### src/sv/mcstp_pkg.sv
// Shared types and constants for the soft timer pool.
package mcstp_pkg;

   localparam int OPCODE_BITS    = 2;
   localparam int CHANNEL_BITS   = 7;
   localparam int PERIOD_BITS    = 16;
   localparam int ALLOC_BITS     = 6;
   localparam int PRESCALE_BITS  = 8;
   localparam logic [PRESCALE_BITS-1:0] PRESCALE_RESET = 8'd100;

   typedef enum logic [OPCODE_BITS-1:0] {
      OP_TICK  = 2'd0,
      OP_ALLOC = 2'd1,
      OP_POLL  = 2'd2,
      OP_CLEAR = 2'd3
   } mcstp_op_type;

   typedef enum logic [1:0] {
      ST_IDLE = 2'b01,
      ST_EXEC = 2'b10
   } mcstp_state_type;

   typedef struct packed {
      logic rd_en;
      logic wr_en;
      logic inval;
      logic clear_all;
   } mcstp_ram_ctl_type;

endpackage

### src/sv/mcstp_count_ram.sv
// Channel count memory with per-entry valid bits; invalid entries read as zero.
module mcstp_count_ram #(
   parameter int DEPTH     = 32,
   parameter int ADDR_BITS = 5,
   parameter int DATA_BITS = 16
) (
   input  logic                           clock,
   input  logic                           reset,
   input  mcstp_pkg::mcstp_ram_ctl_type   ctl,
   input  logic [ADDR_BITS-1:0]           rd_addr,
   input  logic [ADDR_BITS-1:0]           wr_addr,
   input  logic [DATA_BITS-1:0]           wr_data,
   output logic [DATA_BITS-1:0]           rd_data
);
   import mcstp_pkg::*;

   logic [DATA_BITS-1:0] mem [DEPTH];
   logic [DATA_BITS-1:0] rd_q_ff;
   logic                 rd_valid_ff;
   logic [DEPTH-1:0]     valid_ff;
   logic [DEPTH-1:0]     valid_in;

   always_ff @(posedge clock) begin
      if (ctl.wr_en) begin
         mem[wr_addr] <= wr_data;
      end
      if (ctl.rd_en) begin
         rd_q_ff     <= mem[rd_addr];
         rd_valid_ff <= valid_ff[rd_addr];
      end
   end

   always_comb begin
      valid_in = valid_ff;
      if (ctl.clear_all) begin
         valid_in = '0;
      end else if (ctl.inval) begin
         valid_in[wr_addr] = 1'b0;
      end else if (ctl.wr_en) begin
         valid_in[wr_addr] = 1'b1;
      end
   end

   always_ff @(posedge clock) begin
      if (reset) begin
         valid_ff <= '0;
      end else begin
         valid_ff <= valid_in;
      end
   end

   assign rd_data = rd_valid_ff ? rd_q_ff : '0;

endmodule

### src/sv/mcstp_free_enc.sv
// Lowest free channel finder over the in-use vector.
module mcstp_free_enc #(
   parameter int NUM_CHANNELS = 32,
   parameter int CH_BITS      = 5
) (
   input  logic [NUM_CHANNELS-1:0] in_use,
   output logic                    found,
   output logic [CH_BITS-1:0]      index
);
   import mcstp_pkg::*;

   always_comb begin
      found = 1'b0;
      index = '0;
      for (int k = NUM_CHANNELS - 1; k >= 0; k--) begin
         if (!in_use[k]) begin
            found = 1'b1;
            index = CH_BITS'(k);
         end
      end
   end

endmodule

### src/sv/multi_channel_soft_timer_pool.sv
// Soft timer pool: 32-channel timer with shared prescaler and count memory.
// rsp_strobe is registered: an accepting edge (start & !busy) moves the state to execute,
// which sets the strobe register; the receiver cannot stall.
// Commands are taken only while idle; busy is high for the one execute cycle in which
// the count memory read returns and the write-back happens. Reset (synchronous): control
// state clears, prescale_limit returns to 100, no clearing pass; results are not reset.
module multi_channel_soft_timer_pool #(
   parameter int NUM_CHANNELS = 32,
   parameter int COUNT_BITS   = 16
) (
   input  logic                                 clock,
   input  logic                                 reset,
   input  logic                                 start,
   output logic                                 busy,
   input  logic [mcstp_pkg::OPCODE_BITS-1:0]    req_opcode,
   input  logic [mcstp_pkg::CHANNEL_BITS-1:0]   req_channel,
   input  logic                                 req_auto_clear,
   input  logic [mcstp_pkg::PERIOD_BITS-1:0]    req_period,
   output logic                                 rsp_strobe,
   output logic                                 rsp_fired,
   output logic [mcstp_pkg::ALLOC_BITS-1:0]     rsp_allocated_channel,
   input  logic                                 csr_wr_en,
   input  logic [mcstp_pkg::PRESCALE_BITS-1:0]  csr_wr_data
);
   import mcstp_pkg::*;

   localparam int CH_BITS  = (NUM_CHANNELS > 1) ? $clog2(NUM_CHANNELS) : 1;
   localparam int CMP_BITS = (COUNT_BITS > PERIOD_BITS) ? COUNT_BITS : PERIOD_BITS;

   mcstp_state_type             state_ff, state_in;
   logic [PRESCALE_BITS-1:0]    limit_ff, limit_in;
   logic [PRESCALE_BITS-1:0]    presc_ff, presc_in;
   logic [NUM_CHANNELS-1:0]     pending_ff, pending_in;
   logic [NUM_CHANNELS-1:0]     in_use_ff, in_use_in;
   logic                        strobe_ff, strobe_in;
   logic                        fired_ff, fired_in;
   logic [ALLOC_BITS-1:0]       alloc_ff, alloc_in;

   mcstp_op_type                op_ff;
   logic [CHANNEL_BITS-1:0]     ch_ff;
   logic                        aclr_ff;
   logic [PERIOD_BITS-1:0]      period_ff;

   mcstp_ram_ctl_type           ram_ctl;
   logic [CH_BITS-1:0]          ram_wr_addr;
   logic [COUNT_BITS-1:0]       ram_wr_data;
   logic [COUNT_BITS-1:0]       ram_rd_data;

   logic                        free_found;
   logic [CH_BITS-1:0]          free_idx;

   logic                        accept;
   logic                        req_ch_ok;
   logic                        ch_ok;
   logic [NUM_CHANNELS-1:0]     ch_bit;
   logic [NUM_CHANNELS-1:0]     free_bit;
   logic [CMP_BITS-1:0]         period_w;
   logic [COUNT_BITS-1:0]       cnt_inc;

   assign busy      = (state_ff == ST_EXEC);
   assign accept    = start && !busy;
   assign req_ch_ok = req_channel < CHANNEL_BITS'(NUM_CHANNELS);
   assign ch_ok     = ch_ff < CHANNEL_BITS'(NUM_CHANNELS);
   assign ch_bit    = NUM_CHANNELS'(1) << ch_ff[CH_BITS-1:0];
   assign free_bit  = NUM_CHANNELS'(1) << free_idx;
   assign period_w  = CMP_BITS'(period_ff);

   mcstp_free_enc #(
      .NUM_CHANNELS (NUM_CHANNELS),
      .CH_BITS      (CH_BITS)
   ) u_free_enc (
      .in_use (in_use_ff),
      .found  (free_found),
      .index  (free_idx)
   );

   mcstp_count_ram #(
      .DEPTH     (NUM_CHANNELS),
      .ADDR_BITS (CH_BITS),
      .DATA_BITS (COUNT_BITS)
   ) u_count_ram (
      .clock   (clock),
      .reset   (reset),
      .ctl     (ram_ctl),
      .rd_addr (req_channel[CH_BITS-1:0]),
      .wr_addr (ram_wr_addr),
      .wr_data (ram_wr_data),
      .rd_data (ram_rd_data)
   );

   // advance the count while at or below the period; wrap at the count width
   always_comb begin
      if (CMP_BITS'(ram_rd_data) <= period_w) begin
         cnt_inc = ram_rd_data + COUNT_BITS'(1);
      end else begin
         cnt_inc = ram_rd_data;
      end
   end

   always_comb begin
      state_in    = state_ff;
      limit_in    = csr_wr_en ? csr_wr_data : limit_ff;
      presc_in    = presc_ff;
      pending_in  = pending_ff;
      in_use_in   = in_use_ff;
      strobe_in   = 1'b0;
      fired_in    = 1'b0;
      alloc_in    = '0;
      ram_ctl     = '0;
      ram_wr_addr = ch_ff[CH_BITS-1:0];
      ram_wr_data = cnt_inc;

      unique case (state_ff)
         ST_IDLE: begin
            if (accept) begin
               ram_ctl.rd_en = (mcstp_op_type'(req_opcode) == OP_POLL) && req_ch_ok;
               state_in      = ST_EXEC;
            end
         end
         ST_EXEC: begin
            state_in  = ST_IDLE;
            strobe_in = 1'b1;
            unique case (op_ff)
               OP_TICK: begin
                  if (presc_ff >= limit_ff) begin
                     presc_in   = '0;
                     pending_in = '1;
                  end else begin
                     presc_in = presc_ff + PRESCALE_BITS'(1);
                  end
               end
               OP_ALLOC: begin
                  if (free_found) begin
                     alloc_in      = ALLOC_BITS'(free_idx);
                     in_use_in     = in_use_ff | free_bit;
                     ram_wr_addr   = free_idx;
                     ram_ctl.inval = 1'b1;
                  end else begin
                     alloc_in = ALLOC_BITS'(NUM_CHANNELS);
                  end
               end
               OP_POLL: begin
                  if (ch_ok) begin
                     in_use_in = in_use_ff | ch_bit;
                     if ((pending_ff & ch_bit) != '0) begin
                        pending_in    = pending_ff & ~ch_bit;
                        fired_in      = (CMP_BITS'(cnt_inc) == period_w);
                        ram_ctl.wr_en = 1'b1;
                        if ((CMP_BITS'(cnt_inc) >= period_w) && aclr_ff) begin
                           ram_wr_data = '0;
                        end
                     end
                  end
               end
               OP_CLEAR: begin
                  pending_in        = '0;
                  in_use_in         = '0;
                  ram_ctl.clear_all = 1'b1;
               end
               default: begin
                  strobe_in = 1'b1;
               end
            endcase
         end
         default: begin
            state_in = ST_IDLE;
         end
      endcase
   end

   always_ff @(posedge clock) begin
      if (reset) begin
         state_ff   <= ST_IDLE;
         limit_ff   <= PRESCALE_RESET;
         presc_ff   <= '0;
         pending_ff <= '0;
         in_use_ff  <= '0;
         strobe_ff  <= 1'b0;
      end else begin
         state_ff   <= state_in;
         limit_ff   <= limit_in;
         presc_ff   <= presc_in;
         pending_ff <= pending_in;
         in_use_ff  <= in_use_in;
         strobe_ff  <= strobe_in;
      end
   end

   // hold the command beat and the result payload
   always_ff @(posedge clock) begin
      if (accept) begin
         op_ff     <= mcstp_op_type'(req_opcode);
         ch_ff     <= req_channel;
         aclr_ff   <= req_auto_clear;
         period_ff <= req_period;
      end
      if (strobe_in) begin
         fired_ff <= fired_in;
         alloc_ff <= alloc_in;
      end
   end

   assign rsp_strobe            = strobe_ff;
   assign rsp_fired             = fired_ff;
   assign rsp_allocated_channel = alloc_ff;

endmodule

### config.mk
export PLATFORM = sky130hd
export DESIGN_NAME = multi_channel_soft_timer_pool
export DESIGN_NICKNAME = d
export VERILOG_FILES = /design/src/sv/mcstp_pkg.sv /design/src/sv/mcstp_count_ram.sv /design/src/sv/mcstp_free_enc.sv /design/src/sv/multi_channel_soft_timer_pool.sv
export SDC_FILE = /design/constraint.sdc
export NUM_CORES = 1
export LEC_CHECK = 0
export ABC_AREA = 1
export ABC_CLOCK_PERIOD_IN_PS = 6100
export BUFFER_PORTS_ARGS = -buffer_cell sky130_fd_sc_hd__buf_2
export CAP_MARGIN = 15
export CORE_ASPECT_RATIO = 0.75
export CORE_UTILIZATION = 34
export CTS_CLUSTER_SIZE = 40
export DETAILED_ROUTE_END_ITERATION = 10
export PLACE_DENSITY = 0.58
export SKIP_CTS_REPAIR_TIMING = 1
export SYNTH_ARGS = -nofsm -noshare
export SYNTH_HDL_FRONTEND = slang
export SYNTH_SLANG_ARGS = --single-unit
### constraint.sdc
create_clock -name clock -period 6.1 [get_ports clock]
set_input_delay 0.305 -clock clock [delete_from_list [all_inputs] [get_ports clock]]
set_output_delay 0.305 -clock clock [all_outputs]
set_load 0.02 [all_outputs]
==> results.md <==
* Xor/xnor share of the synthesized area at 0.568%
* Vias in the first global route at 19500
* Vert. Die Dim at 256 um
* Mux contribution to synthesized area at 0%
* Share of synthesized cell area in and, or, nand and nor gates at 12.4%
* Core box area at 84600 sq um
* Layout Nets at 2812
* Classification of the worst-slack hold path: in2reg
* Pleak at 0.0113 uW
* Number of flops mapped to enable cells by yosys at 562
* First-pass GRT wire length at 128000 um
* Overall overflow remaining after global route at 0
* Drt first-iter violations at 2718
* Power Total at 9390 uW
* Maximum buffer depth of the clock tree at 3
* Count of placed standard cells including taps at 3757
* Clock Skew at 34.9 ps
* Critical Path Fanout Max at 32
* Final std cells w/o fill at 3915
* Final antenna-violating net count at 0
* Area of all placed cells without fillers at 33200 sq um
* CTS tree: done
* Total half-perimeter wirelength after legalization and detailed placement at 49500 um
* Largest net degree at the start of global routing at 153
* Final Critical Period at 5610 ps
* Highest ir drop seen on vdd at 0.000220 V
* Final count of hold timing violations at 1
* RSZ-0062 raised after global routing: false
* Synthesis-to-finish area growth at 13.5%
* Headroom to the max-slew limit at 22.3%
* Number of storage elements in the synthesis netlist at 677
* Area share of fa/ha/maj cells after synthesis at 1.80%
* Synthesized-area fraction occupied by ao, oa, aoi and oai cells at 14.6%
* TritonCTS Sinks at 677
* Largest area contributor in the netlist: sky130_fd_sc_hd__edfxtp_1
* Synthesized instance count at 2685
* Run status: finished, violations left
* GRT Total Usage at 19.4%
* CTS Buf Count at 61
* Dominant cells by area after synthesis: sky130_fd_sc_hd__edfxtp_1, sky130_fd_sc_hd__dfxtp_1, sky130_fd_sc_hd__o21ai_0, sky130_fd_sc_hd__nor2_1, sky130_fd_sc_hd__o221ai_1
* Type of origin of the critical path: flip-flop
* Largest stage delay, worst path at 670 ps
* Placed instance area at 30800 sq um
* Final weighted congestion of routability-driven global placement at 0.873
* Final number of max-transition violations at 0
* Sequential cell area at 19200 sq um
* Slowest cell on the critical path: sky130_fd_sc_hd__inv_1
* Sequential share of the synthesized area at 65.5%
* Clock root buffer master: sky130_fd_sc_hd__clkbuf_16
* Number of max-cap violations at 0
* F_max at 178 MHz
* Number of warnings issued by yosys at 0
* Final period util at 92.0%
* Async SR Flop Fraction at 0%
* Net count after synthesis at 2765
* Share of cells above drive strength 1 at 10.1%
* Pwr dens at 283 nW/um^2
* Required @ worst endpoint at 6400 ps
* Dominant combinational cell family by area after synthesis: compound AO/OA/AOI/OAI gates
* Area of the multi-input gates at 8620 sq um
* Routed wirelength normalized by instance count at 22.3 um
* Vias per inst at 5.39
* H-tree depth at 2
* Total die area at 87300 sq um
* Hold Worst Slack at -8.74 ps
* Critical path endpoint category: flip-flop
* Layout filler cell count at 8228
* Measured slew at the worst slew-check pin at 1170 ps
* Total Neg Setup Slack at 0 ps
* Effective utilization at floorplan at 34.6%
* Total iterations of the first detailed-routing run at 8
* Clock slew at the register clock pins of the worst setup and hold paths at 70 ps
* Failing checks: hold timing
* Die X-Extent at 341 um
* Antenna violations before repair at 2
* Routed WL at 87200 um
* Clk Latency, worst-skew pair at 660 ps
* IO buf count at 46
* Cell variety after synth at 54
* Remaining design rule violation count at 0
* Area share of the largest cell type after synthesis at 57.6%
* Critical path class: reg2reg
* Number of cell rows at 92
* I/O pins at 47
* Critical Path AT at 5920 ps
* Mean post-synth cell area at 10.9 sq um
* Via count at 21100
* Mapped cell area at 29300 sq um
* Total setup violations reported at the end of the flow at 0
* Top FF cell, synth: sky130_fd_sc_hd__edfxtp_1
==> kinds of logic (layout without fill, tap and decap cells) <==
group,after synthesis,in the layout
and+or+nand+nor,844,844
other,0,2
adders and majority gates,42,42
AOI/OAI and AO/OA,716,716
DFF,677,677
buffers and inverters,387,487
xor gates and xnor gates,19,19
==> critical path, delay by kind of cell (launching register included) <==
family | cells | cell delay, ps
and+or+nand+nor | 14 | 1990
buffers and inverters | 4 | 1060
AOI/OAI and AO/OA | 5 | 920
adders and majority gates | 2 | 620
DFF | 1 | 520
xor gates and xnor gates | 1 | 140
==> cell usage after synthesis, drive strengths merged, types with 7 or more instances <==
cell,number
nand4,25
clkbuf,139
buf,26
a31oi,51
nand2,227
a32oi,17
o21bai,8
nor2,449
nor3,15
o221ai,102
edfxtp,562
o21ai,370
dfxtp,115
inv,221
a21oi,107
ha,42
o211ai,7
nand3,119
o22ai,36
xor2,18
==> per-layer routing <==
metal | vias up | part of all wire (%) | track usage [%]
met4 | 0 | 2.3 | 4.63
met2 | 931 | 43 | 28.4
met5 | - | 0 | 0
met3 | 144 | 10 | 4.71
met1 | 10300 | 45 | 28.8
li1 | 9770 | - | -
==> final timing paths <==
kind,startpoint,end,slack (ps),cells after the start
min reg2reg,in_use_ff[21],in_use_ff[21],470,2
min,csr_wr_en,limit_ff[2],-9,2
max reg2reg,u_count_ram.rd_valid_ff,u_count_ram.mem[1][12],490,26
max,u_count_ram.rd_valid_ff,u_count_ram.mem[1][12],490,26
==> sequential cells by signal, summed over array words and instances, names as in the netlist, 2 cells and up, named ones only <==
name	count
op_ff	2
pending_ff	32
presc_ff	8
state_ff	2
period_ff	16
u_count_ram.rd_q_ff	16
rsp_allocated_channel	6
in_use_ff	32
ch_ff	7
u_count_ram.mem	512
limit_ff	8
==> layout by cell type, fill, tap and decap left out, drive strengths merged, types with 8 or more instances in the layout <==
cell type,netlist,routed
a21oi,107,107
a31oi,51,51
a32oi,17,17
buf,26,113
clkbuf,139,77
clkinv,1,31
clkinvlp,0,13
dfxtp,115,115
dlygate4sd3,0,31
edfxtp,562,562
ha,42,42
inv,221,217
nand2,227,227
nand3,119,119
nand4,25,25
nor2,449,449
nor3,15,15
o21ai,370,370
o21bai,8,8
o221ai,102,102
o22ai,36,36
xor2,18,18
==> power by group <==
group          internal, uW  switching (uW)  leakage, uW
Sequential             4980            14.5      0.00608
Combinational           145             365      0.00426
Clock                  2090            1800     0.000959
Total                  7210            2180       0.0113
==> per-stage QoR <==
stage	utilization, %	worst slack (ps)
finish	39.3	488
global route	39.3	39.7
CTS	38.8	529
detailed placement	36.4	599
global placement	36.4	606
floorplan	-	1290
==> area by class of cell <==
| class | count | share of cell area, % |
|---|---|---|
| Sequential cell | 677 | 57.7 |
| Tap cell | 1128 | 4.25 |
| Clock inverter | 40 | 1.15 |
| Inverter | 222 | 2.61 |
| Timing Repair inverter | 4 | 0.0904 |
| Antenna cell | 2 | 0.0151 |
| Multi-Input combinational cell | 1621 | 25.9 |
| Clock buffer | 76 | 4.82 |
| Timing Repair Buffer | 145 | 3.42 |
Power figures use the tool's default switching activity.
